File: src/rtl/iqtmp_pkg.sv
// Package for the IQ trimmed-mean power unit.
// Holds the request and result payload types and the fixed field widths.
// Depends on nothing; every other file of the block imports it.
package iqtmp_pkg;

	// Fixed widths of the payload fields.
	localparam int SAMPLE_W = 8;
	localparam int CHAN_W   = 6;
	localparam int SEQ_W    = 32;
	localparam int POWER_W  = 16;

	// One IQ sample request as it enters the block.
	typedef struct packed {
		logic signed [SAMPLE_W-1:0] sample_i;
		logic signed [SAMPLE_W-1:0] sample_q;
		logic                       report_ok;
		logic [CHAN_W-1:0]          channel_index;
		logic                       last_sample;
	} sample_item_t;

	// One result as it leaves the block.
	typedef struct packed {
		logic [CHAN_W-1:0]  result_channel;
		logic [SEQ_W-1:0]   sequence_number;
		logic [POWER_W-1:0] average_power;
	} result_item_t;

	// A sample reduced to its power, with the report flags it travels with.
	typedef struct packed {
		logic [POWER_W-1:0] power;
		logic               report_ok;
		logic [CHAN_W-1:0]  channel_index;
		logic               last_sample;
	} power_item_t;

endpackage

File: src/rtl/iq_trimmed_mean_power_unit.sv
// IQ trimmed-mean power unit: one IQ sample request per cycle in unless held
// off, one result per qualifying report out. The power of the first REF_SAMPLES
// samples of a report is summed while the smallest and largest are tracked; on
// the last sample of a report that is complete and flagged good throughout, the
// unit delivers the channel index, a wrapping 32-bit sequence number and
// (sum - min - max) / (REF_SAMPLES - 2). A sample request can be taken in every
// cycle unless the port is held off; the report state is formed combinationally
// and registered with each accepted sample. A result passes an input register,
// a squaring stage, the accumulator, a trim stage and a reciprocal multiply
// into the result register. Each stage moves on independently, so samples
// keep flowing while a result waits to be taken; the sample port is held off
// only once the trim stage and the accumulator output each hold a further
// result and the two front registers are full.
// Depends on iqtmp_pkg, iqtmp_power, iqtmp_accum and iqtmp_divide.
module iq_trimmed_mean_power_unit #(
	parameter int REF_SAMPLES = 8
) (
	input  logic                    clk,
	input  logic                    arst_n,
	input  logic                    sample_valid,
	output logic                    sample_ready,
	input  iqtmp_pkg::sample_item_t sample,
	output logic                    result_valid,
	input  logic                    result_ready,
	output iqtmp_pkg::result_item_t result
);
	import iqtmp_pkg::*;

	localparam int MID_W = $clog2((REF_SAMPLES - 2) * 32768 + 1);

	logic               power_valid;
	logic               power_ready;
	power_item_t        power_item;
	logic               mid_valid;
	logic               mid_ready;
	logic [MID_W-1:0]   mid_sum;
	logic [CHAN_W-1:0]  mid_channel;
	logic [SEQ_W-1:0]   mid_sequence;

	// Input register and squaring.
	iqtmp_power u_power (
		.clk       (clk),
		.arst_n    (arst_n),
		.in_valid  (sample_valid),
		.in_ready  (sample_ready),
		.in_item   (sample),
		.out_valid (power_valid),
		.out_ready (power_ready),
		.out_item  (power_item)
	);

	// Report accumulation and trimming.
	iqtmp_accum #(
		.REF_SAMPLES (REF_SAMPLES)
	) u_accum (
		.clk       (clk),
		.arst_n    (arst_n),
		.in_valid  (power_valid),
		.in_ready  (power_ready),
		.in_item   (power_item),
		.out_valid (mid_valid),
		.out_ready (mid_ready),
		.mid_sum   (mid_sum),
		.channel   (mid_channel),
		.seq_num   (mid_sequence)
	);

	// Division and result register.
	iqtmp_divide #(
		.REF_SAMPLES (REF_SAMPLES)
	) u_divide (
		.clk       (clk),
		.arst_n    (arst_n),
		.in_valid  (mid_valid),
		.in_ready  (mid_ready),
		.mid_sum   (mid_sum),
		.channel   (mid_channel),
		.seq_num   (mid_sequence),
		.out_valid (result_valid),
		.out_ready (result_ready),
		.out_item  (result)
	);

`ifndef SYNTH
	// Sample requests can only be held off by a result that is waiting to be taken.
	a_stall_source: assert property (@(posedge clk) disable iff (!arst_n)
		!sample_ready |-> result_valid && !result_ready)
		else $error("sample port stalled without a waiting result");

	// The trimmed mean of 16-bit powers never exceeds the largest single power.
	a_power_range: assert property (@(posedge clk) disable iff (!arst_n)
		result_valid |-> result.average_power <= 16'd32768)
		else $error("average power out of range");

	// The trim stage hands a value to the divider only when the divider can hold it.
	a_mid_transfer: assert property (@(posedge clk) disable iff (!arst_n)
		mid_valid && mid_ready |=> result_valid)
		else $error("trimmed sum lost on its way to the result register");
`endif

endmodule

File: src/rtl/iqtmp_power.sv
// Input register and power stage of the IQ trimmed-mean power unit.
// Registers each sample request, then forms i*i + q*q into a second register.
// Depends on iqtmp_pkg.
module iqtmp_power (
	input  logic                  clk,
	input  logic                  arst_n,
	input  logic                  in_valid,
	output logic                  in_ready,
	input  iqtmp_pkg::sample_item_t in_item,
	output logic                  out_valid,
	input  logic                  out_ready,
	output iqtmp_pkg::power_item_t out_item
);
	import iqtmp_pkg::*;

	logic                       valid_s1;
	sample_item_t               item_s1;
	logic                       valid_s2;
	power_item_t                item_s2;
	logic                       load_s1;
	logic                       load_s2;
	logic signed [2*SAMPLE_W-1:0] sq_i;
	logic signed [2*SAMPLE_W-1:0] sq_q;
	logic [POWER_W-1:0]         power;

	// Each stage takes a new request when it is empty or its content moves on.
	assign load_s2  = !valid_s2 || out_ready;
	assign load_s1  = !valid_s1 || load_s2;
	assign in_ready = load_s1;

	// Squares of an 8-bit signed value never exceed 2^14, so the sum fits 16 bits.
	assign sq_i  = item_s1.sample_i * item_s1.sample_i;
	assign sq_q  = item_s1.sample_q * item_s1.sample_q;
	assign power = {1'b0, sq_i[2*SAMPLE_W-2:0]} + {1'b0, sq_q[2*SAMPLE_W-2:0]};

	// Input register.
	always_ff @(posedge clk or negedge arst_n) begin
		if (!arst_n) begin
			valid_s1 <= 1'b0;
		end else if (load_s1) begin
			valid_s1 <= in_valid;
		end
	end

	always_ff @(posedge clk) begin
		if (load_s1 && in_valid) begin
			item_s1 <= in_item;
		end
	end

	// Power register.
	always_ff @(posedge clk or negedge arst_n) begin
		if (!arst_n) begin
			valid_s2 <= 1'b0;
		end else if (load_s2) begin
			valid_s2 <= valid_s1;
		end
	end

	always_ff @(posedge clk) begin
		if (load_s2 && valid_s1) begin
			item_s2.power         <= power;
			item_s2.report_ok     <= item_s1.report_ok;
			item_s2.channel_index <= item_s1.channel_index;
			item_s2.last_sample   <= item_s1.last_sample;
		end
	end

	assign out_valid = valid_s2;
	assign out_item  = item_s2;

endmodule

File: src/rtl/iqtmp_accum.sv
// Per-report accumulator of the IQ trimmed-mean power unit.
// Keeps count, sum, minimum and maximum of the report and forms sum - min - max.
// Depends on iqtmp_pkg.
module iqtmp_accum #(
	parameter int REF_SAMPLES = 8
) (
	input  logic                           clk,
	input  logic                           arst_n,
	input  logic                           in_valid,
	output logic                           in_ready,
	input  iqtmp_pkg::power_item_t         in_item,
	output logic                           out_valid,
	input  logic                           out_ready,
	output logic [$clog2((REF_SAMPLES-2)*32768+1)-1:0] mid_sum,
	output logic [iqtmp_pkg::CHAN_W-1:0]   channel,
	output logic [iqtmp_pkg::SEQ_W-1:0]    seq_num
);
	import iqtmp_pkg::*;

	localparam int CNT_W = $clog2(REF_SAMPLES + 1);
	localparam int SUM_W = $clog2(REF_SAMPLES * 32768 + 1);
	localparam int MID_W = $clog2((REF_SAMPLES - 2) * 32768 + 1);

	logic [CNT_W-1:0]   count_q;
	logic [SUM_W-1:0]   sum_q;
	logic [POWER_W-1:0] min_q;
	logic [POWER_W-1:0] max_q;
	logic               bad_q;
	logic [SEQ_W-1:0]   result_count_q;

	logic               take;
	logic [CNT_W-1:0]   count_next;
	logic [SUM_W-1:0]   sum_next;
	logic [POWER_W-1:0] min_next;
	logic [POWER_W-1:0] max_next;
	logic               bad_next;
	logic               produce;
	logic               accept;
	logic               load_s3;
	logic               load_s4;

	logic               valid_s3;
	logic [SUM_W-1:0]   sum_s3;
	logic [POWER_W-1:0] min_s3;
	logic [POWER_W-1:0] max_s3;
	logic [CHAN_W-1:0]  chan_s3;
	logic [SEQ_W-1:0]   seq_s3;

	logic               valid_s4;
	logic [MID_W-1:0]   mid_s4;
	logic [CHAN_W-1:0]  chan_s4;
	logic [SEQ_W-1:0]   seq_s4;

	// Pipeline flow: a stage loads when empty or when its content moves on.
	assign load_s4  = !valid_s4 || out_ready;
	assign load_s3  = !valid_s3 || load_s4;
	assign in_ready = load_s3;
	assign accept   = in_valid && load_s3;

	// Report state update; samples past the reference count touch only the bad flag.
	always_comb begin
		take       = count_q < CNT_W'(REF_SAMPLES);
		count_next = count_q;
		sum_next   = sum_q;
		min_next   = min_q;
		max_next   = max_q;
		if (take) begin
			count_next = count_q + CNT_W'(1);
			sum_next   = sum_q + SUM_W'(in_item.power);
			if (in_item.power < min_q) begin
				min_next = in_item.power;
			end
			if (in_item.power > max_q) begin
				max_next = in_item.power;
			end
		end
		bad_next = bad_q || !in_item.report_ok;
		produce  = in_item.last_sample && (count_next == CNT_W'(REF_SAMPLES)) && !bad_next;
	end

	// Report state, cleared at the end of every report; the sequence counter runs on.
	always_ff @(posedge clk or negedge arst_n) begin
		if (!arst_n) begin
			count_q        <= '0;
			sum_q          <= '0;
			min_q          <= '1;
			max_q          <= '0;
			bad_q          <= 1'b0;
			result_count_q <= '0;
		end else if (accept) begin
			if (in_item.last_sample) begin
				count_q <= '0;
				sum_q   <= '0;
				min_q   <= '1;
				max_q   <= '0;
				bad_q   <= 1'b0;
			end else begin
				count_q <= count_next;
				sum_q   <= sum_next;
				min_q   <= min_next;
				max_q   <= max_next;
				bad_q   <= bad_next;
			end
			if (produce) begin
				result_count_q <= result_count_q + SEQ_W'(1);
			end
		end
	end

	// Stage three holds the finished totals of a report that gives a result.
	always_ff @(posedge clk or negedge arst_n) begin
		if (!arst_n) begin
			valid_s3 <= 1'b0;
		end else if (load_s3) begin
			valid_s3 <= accept && produce;
		end
	end

	always_ff @(posedge clk) begin
		if (accept && produce) begin
			sum_s3  <= sum_next;
			min_s3  <= min_next;
			max_s3  <= max_next;
			chan_s3 <= in_item.channel_index;
			seq_s3  <= result_count_q;
		end
	end

	// Stage four drops the smallest and largest power from the sum.
	always_ff @(posedge clk or negedge arst_n) begin
		if (!arst_n) begin
			valid_s4 <= 1'b0;
		end else if (load_s4) begin
			valid_s4 <= valid_s3;
		end
	end

	always_ff @(posedge clk) begin
		if (load_s4 && valid_s3) begin
			mid_s4  <= MID_W'(sum_s3 - SUM_W'(min_s3) - SUM_W'(max_s3));
			chan_s4 <= chan_s3;
			seq_s4  <= seq_s3;
		end
	end

	assign out_valid = valid_s4;
	assign mid_sum   = mid_s4;
	assign channel   = chan_s4;
	assign seq_num   = seq_s4;

endmodule

File: src/rtl/iqtmp_divide.sv
// Constant divider and result register of the IQ trimmed-mean power unit.
// Divides the trimmed sum by REF_SAMPLES - 2 through a reciprocal multiply.
// Depends on iqtmp_pkg.
module iqtmp_divide #(
	parameter int REF_SAMPLES = 8
) (
	input  logic                           clk,
	input  logic                           arst_n,
	input  logic                           in_valid,
	output logic                           in_ready,
	input  logic [$clog2((REF_SAMPLES-2)*32768+1)-1:0] mid_sum,
	input  logic [iqtmp_pkg::CHAN_W-1:0]   channel,
	input  logic [iqtmp_pkg::SEQ_W-1:0]    seq_num,
	output logic                           out_valid,
	input  logic                           out_ready,
	output iqtmp_pkg::result_item_t        out_item
);
	import iqtmp_pkg::*;

	localparam int MID_W   = $clog2((REF_SAMPLES - 2) * 32768 + 1);
	localparam int DIVISOR = REF_SAMPLES - 2;
	// A shift of MID_W plus clog2 of the divisor makes the quotient exact.
	localparam int SHIFT   = MID_W + $clog2(DIVISOR);
	localparam int RECIP_W = SHIFT + 1;
	localparam longint unsigned RECIP_VAL =
		((longint'(1) << SHIFT) + longint'(DIVISOR) - 1) / DIVISOR;
	localparam logic [RECIP_W-1:0] RECIP = RECIP_W'(RECIP_VAL);
	localparam int PROD_W  = MID_W + RECIP_W;

	logic                valid_q;
	result_item_t        result_q;
	logic                load;
	logic [PROD_W-1:0]   product;

	assign load     = !valid_q || out_ready;
	assign in_ready = load;

	// Quotient by multiplication with the rounded-up reciprocal.
	assign product = PROD_W'(mid_sum) * PROD_W'(RECIP);

	// Result register.
	always_ff @(posedge clk or negedge arst_n) begin
		if (!arst_n) begin
			valid_q <= 1'b0;
		end else if (load) begin
			valid_q <= in_valid;
		end
	end

	always_ff @(posedge clk) begin
		if (load && in_valid) begin
			result_q.result_channel  <= channel;
			result_q.sequence_number <= seq_num;
			result_q.average_power   <= product[SHIFT +: POWER_W];
		end
	end

	assign out_valid = valid_q;
	assign out_item  = result_q;

endmodule

File: config.mk
export PLATFORM = sky130hd
export DESIGN_NAME = iq_trimmed_mean_power_unit
export DESIGN_NICKNAME = d
export VERILOG_FILES = /design/src/rtl/iqtmp_pkg.sv /design/src/rtl/iq_trimmed_mean_power_unit.sv /design/src/rtl/iqtmp_power.sv /design/src/rtl/iqtmp_accum.sv /design/src/rtl/iqtmp_divide.sv
export SDC_FILE = /design/constraint.sdc
export NUM_CORES = 1
export LEC_CHECK = 0
export BUFFER_PORTS_ARGS = -buffer_cell sky130_fd_sc_hd__buf_2
export CAP_MARGIN = 25
export CORE_AREA = 8 8 247 249
export CTS_BUF_LIST = sky130_fd_sc_hd__clkbuf_4
export DETAILED_ROUTE_END_ITERATION = 12
export DIE_AREA = 0 0 255 257
export PLACE_DENSITY = 0.73
export SLEW_MARGIN = 20
export SYNTH_ARGS = -nofsm -noshare
export SYNTH_HDL_FRONTEND = slang
export SYNTH_HIERARCHICAL = 1
export SYNTH_SLANG_ARGS = --single-unit
export TNS_END_PERCENT = 1
File: constraint.sdc
create_clock -name clk -period 7.5 [get_ports clk]
set_clock_uncertainty 0.05 [all_clocks]
set_input_delay 0.375 -clock clk [delete_from_list [all_inputs] [get_ports clk]]
set_output_delay 0.375 -clock clk [all_outputs]
set_load 0.01 [all_outputs]
==> results.yml <==
global_route:
  grt_antenna_before_repair: 1
  grt_pass1_vias: 18384
  grt_max_degree: 80
  grt-ovfl-total: 0
  grt_pass1_wl_microns: 89290
  grt_usage: 0.1651
yosys:
  yosysMostFrequentCell: "inv_1"
  ys_seq_area_frac: 0.3818
  synthFlopType: "edfxtp_1"
  avgSynthCellArea_sq_um: 11.11
  syn-instance-count: 2290
  synth_area_sq_mm: 0.02543
  synth_top_cell_by_area: "edfxtp_1"
  synth.top_cells.by_area: "edfxtp_1 29%, fa_1 16%, ha_1 14%, dfrtp_1 7.5%, inv_1 6.6%"
  netlist_top_cells_count: "449 x inv_1, 292 x ha_1, 246 x edfxtp_1"
  mappedNetlistNets: 2813
  synth_top_area_share: 0.2905
  yosysUniqueCellTypes: 81
  synth_edf_count: 246
  synth-seq-cells: 338
  yosysWarnings: 6
  ys_async_sr_fraction: 0.2722
clock_tree:
  cts_root_buf: "clkbuf_4"
  numCtsBuffers: 88
  cts_tree: "done"
  cts_max_level: 3
  clk_pin_slew_ns: 0.09
  insertion_delay_ns: 0.86
  cts.sinks: 338
  cts_buffer_depth: 3
pwr:
  pwr-share-clk: 0.163
  p_int_w: 0.006035
  switching_share: 0.4200
  sequentialPowerShare: 0.260
  p_sw_w: 0.004370
  p_leak_nw: 12.90
  ir_drop_uv: 985.8
  pwr-share-comb: 0.577
  power_density_mw_per_mm2: 368.7
finish:
  fillers: 5110
  multiInputGateArea_sq_mm: 0.01383
  seq_area_sq_mm: 0.009709
  design_area_sq_mm: 0.02822
  fin_nets: 2983
  drive_gt1_frac: 0.1221
  syn_to_final_growth_pct: 10.97
  finish.utilization: 0.4948
sta:
  max_freq_mhz: 163.6
  setup-violations-final: 0
  slew_viol_final: 0
  worst_pin_slew_ns: 0.8270
  finalCritPeriodShare: 0.8152
  period_needed_ns: 6.114
  slew_headroom: 0.4487
  setup_tns_ns: 0
  rsz0062_at_grt: "no"
  finalHoldViolCount: 0
placed_design:
  gp_congestion: 0.9307
  placedInstanceArea_sq_mm: 0.02672
  dp_hpwl_microns: 40600
  io_buffer_count: 83
worst_hold_path:
  hold_class: "in -> reg"
  min_to: "u_power/item_s1[12]"
  holdCritStartpoint: "sample[12]"
  hold_path_depth: 2
flow_run:
  cap_violations: 0
die:
  die_height_microns: 257
  core-area_sq_mm: 0.05703
  num_rows: 88
  ios: 84
  dieArea_sq_mm: 0.06554
  start_util: 0.4459
  die_x_microns: 255
routing:
  drc: 0
  ant_nets: 0
  wl_microns: 52790
  firstDrtPassIters: 6
  drt_first_iter_violations: 1038
  vias_per_cell: 5.175
  wl_per_cell_microns: 16.02
  vias: 17057
setup_path:
  cp-start-kind: "flop"
  arrival_ns: 6.59
  cp_cell_sequence: "ha_1, xor2_1, ha_1, inv_1, fa_1, inv_1, fa_1, fa_1, inv_1, fa_1, inv_1, ha_1, a21oi_1, o21ai_0, a221oi_1, o211a_1, a21oi_1, o311ai_0"
  crit_fanout: 7
  reg2reg_slack_ns: 1.39
  crit_type: "reg -> reg"
  endpoint_kind: "flop"
  slowest_delay_ns: 0.56
  cpMaxStageDelayCell: "fa_1"
  r2r-end: "u_divide/out_item[14]"
  worstReg2RegStart: "u_accum/mid_sum[1]"
  cp.required_ns: 7.98
  reg2reg_depth: 18
status:
  run_status: "finished clean"
routing by layer:
layer / vias to the layer above / wire length [microns] / global-route usage
li1: 8181 / - / -
met1: 8308 / 21990 / 0.1955
met2: 428 / 26620 / 0.2892
met3: 140 / 2330 / 0.03438
met4: 0 / 1843 / 0.06652
met5: - / 0 / 0
power by group through the flow:
stage | Sequential [W] | Clock (W) | Combinational [W]
CTS | 0.00270 | 0.00176 | 0.00601
finish | 0.00271 | 0.00169 | 0.00601
detailed placement | 0.00274 | 0 | 0.00596
floorplan | 0.00265 | 0 | 0.00479
global placement | 0.00273 | 0 | 0.00568
global route | 0.00273 | 0.00185 | 0.00680
area by class of cell:
class,count,area share
antenna,1,0.00008867
clock buffer,136,0.03618
clock inverter,24,0.006251
inverter,450,0.05985
multi-input combinational,1455,0.4899
sequential,338,0.3440
tap,765,0.03392
timing repair buffer,127,0.02975
sequential cells by signal, indices dropped and copies added, names as in the netlist, 18 cells and up:
signal and cells:
u_accum/mid_sum 18, u_accum/result_count_q 32, u_accum/seq_num 32, u_accum/seq_s3 32, u_accum/sum_q 18, u_accum/sum_s3 18, u_divide/out_item 54, u_power/item_s1 24
u_power/out_item 24
critical path: cells and delay by family (launching register included):
family	cells	cell delay [ns]
AO/OA/AOI/OAI	6	1.76
XOR/XNOR	1	0.20
adder cells (fa/ha/maj)	7	3.12
buffers and inverters	4	0.21
flip-flops	1	0.53
cells by family (layout without fill, tap and decap cells):
group | count (synthesis) | in the layout | synth area share
adders and majority gates | 495 | 495 | 0.3035
muxes | 26 | 26 | 0.01127
xor gates and xnor gates | 129 | 129 | 0.04443
and+or+nand+nor | 445 | 445 | 0.08949
other | 0 | 1 | 0
AOI/OAI and AO/OA | 360 | 360 | 0.09475
DFF | 338 | 338 | 0.3818
buffers and inverters | 497 | 737 | 0.07483
how the worst max path moves through the flow:
stage | cells past startpoint | from | to
2_1_floorplan | 23 | u_power/item_s1[14] | u_power/out_item[22]
5_1_grt | 18 | u_accum/mid_sum[1] | u_divide/out_item[14]
3_5_place_dp | 18 | u_accum/mid_sum[1] | u_divide/out_item[14]
4_1_cts | 18 | u_accum/mid_sum[1] | u_divide/out_item[14]
3_3_place_gp | 18 | u_accum/mid_sum[1] | u_divide/out_item[14]
6_report | 18 | u_accum/mid_sum[1] | u_divide/out_item[14]
placed cells by master (no fill, tap or decap), types with 18 or more instances in the layout:
cell / count
nand4_1: 24
buf_2: 82
nor2b_1: 19
mux2_2: 19
a21oi_1: 81
nand2_1: 126
nand2b_1: 25
dlygate4sd3_1: 29
nor3_1: 18
edfxtp_1: 246
xor2_1: 34
ha_1: 292
xnor2_1: 95
a21o_1: 29
nor2_1: 67
inv_1: 449
fa_1: 203
o21ai_0: 87
dfrtp_1: 76
nand3_1: 52
and3_1: 20
clkbuf_4: 136
and2_1: 39
stage by stage:
stage / power [W] / cells / hold slack (ns) / worst slack (ns)
final: 0.01041 / 3296 / 0.1766 / 1.386
after global routing: 0.01138 / 3296 / 0.1071 / 1.073
after CTS: 0.01047 / 3294 / 0.06872 / 1.458
after detailed placement: 0.008702 / 3105 / 0.1902 / 1.558
after global placement: 0.008418 / 3103 / 0.1868 / 1.683
after floorplan: 0.007444 / 2290 / 0.02941 / 1.962
what timing repair did:
item / CTS / global route
hold buffers: 29 / 0
gates resized for setup: 0 / 0
hold endpoints to repair: 106 / 0
setup buffers: 0 / 0
Note: power is estimated with default switching activity, not from simulation.
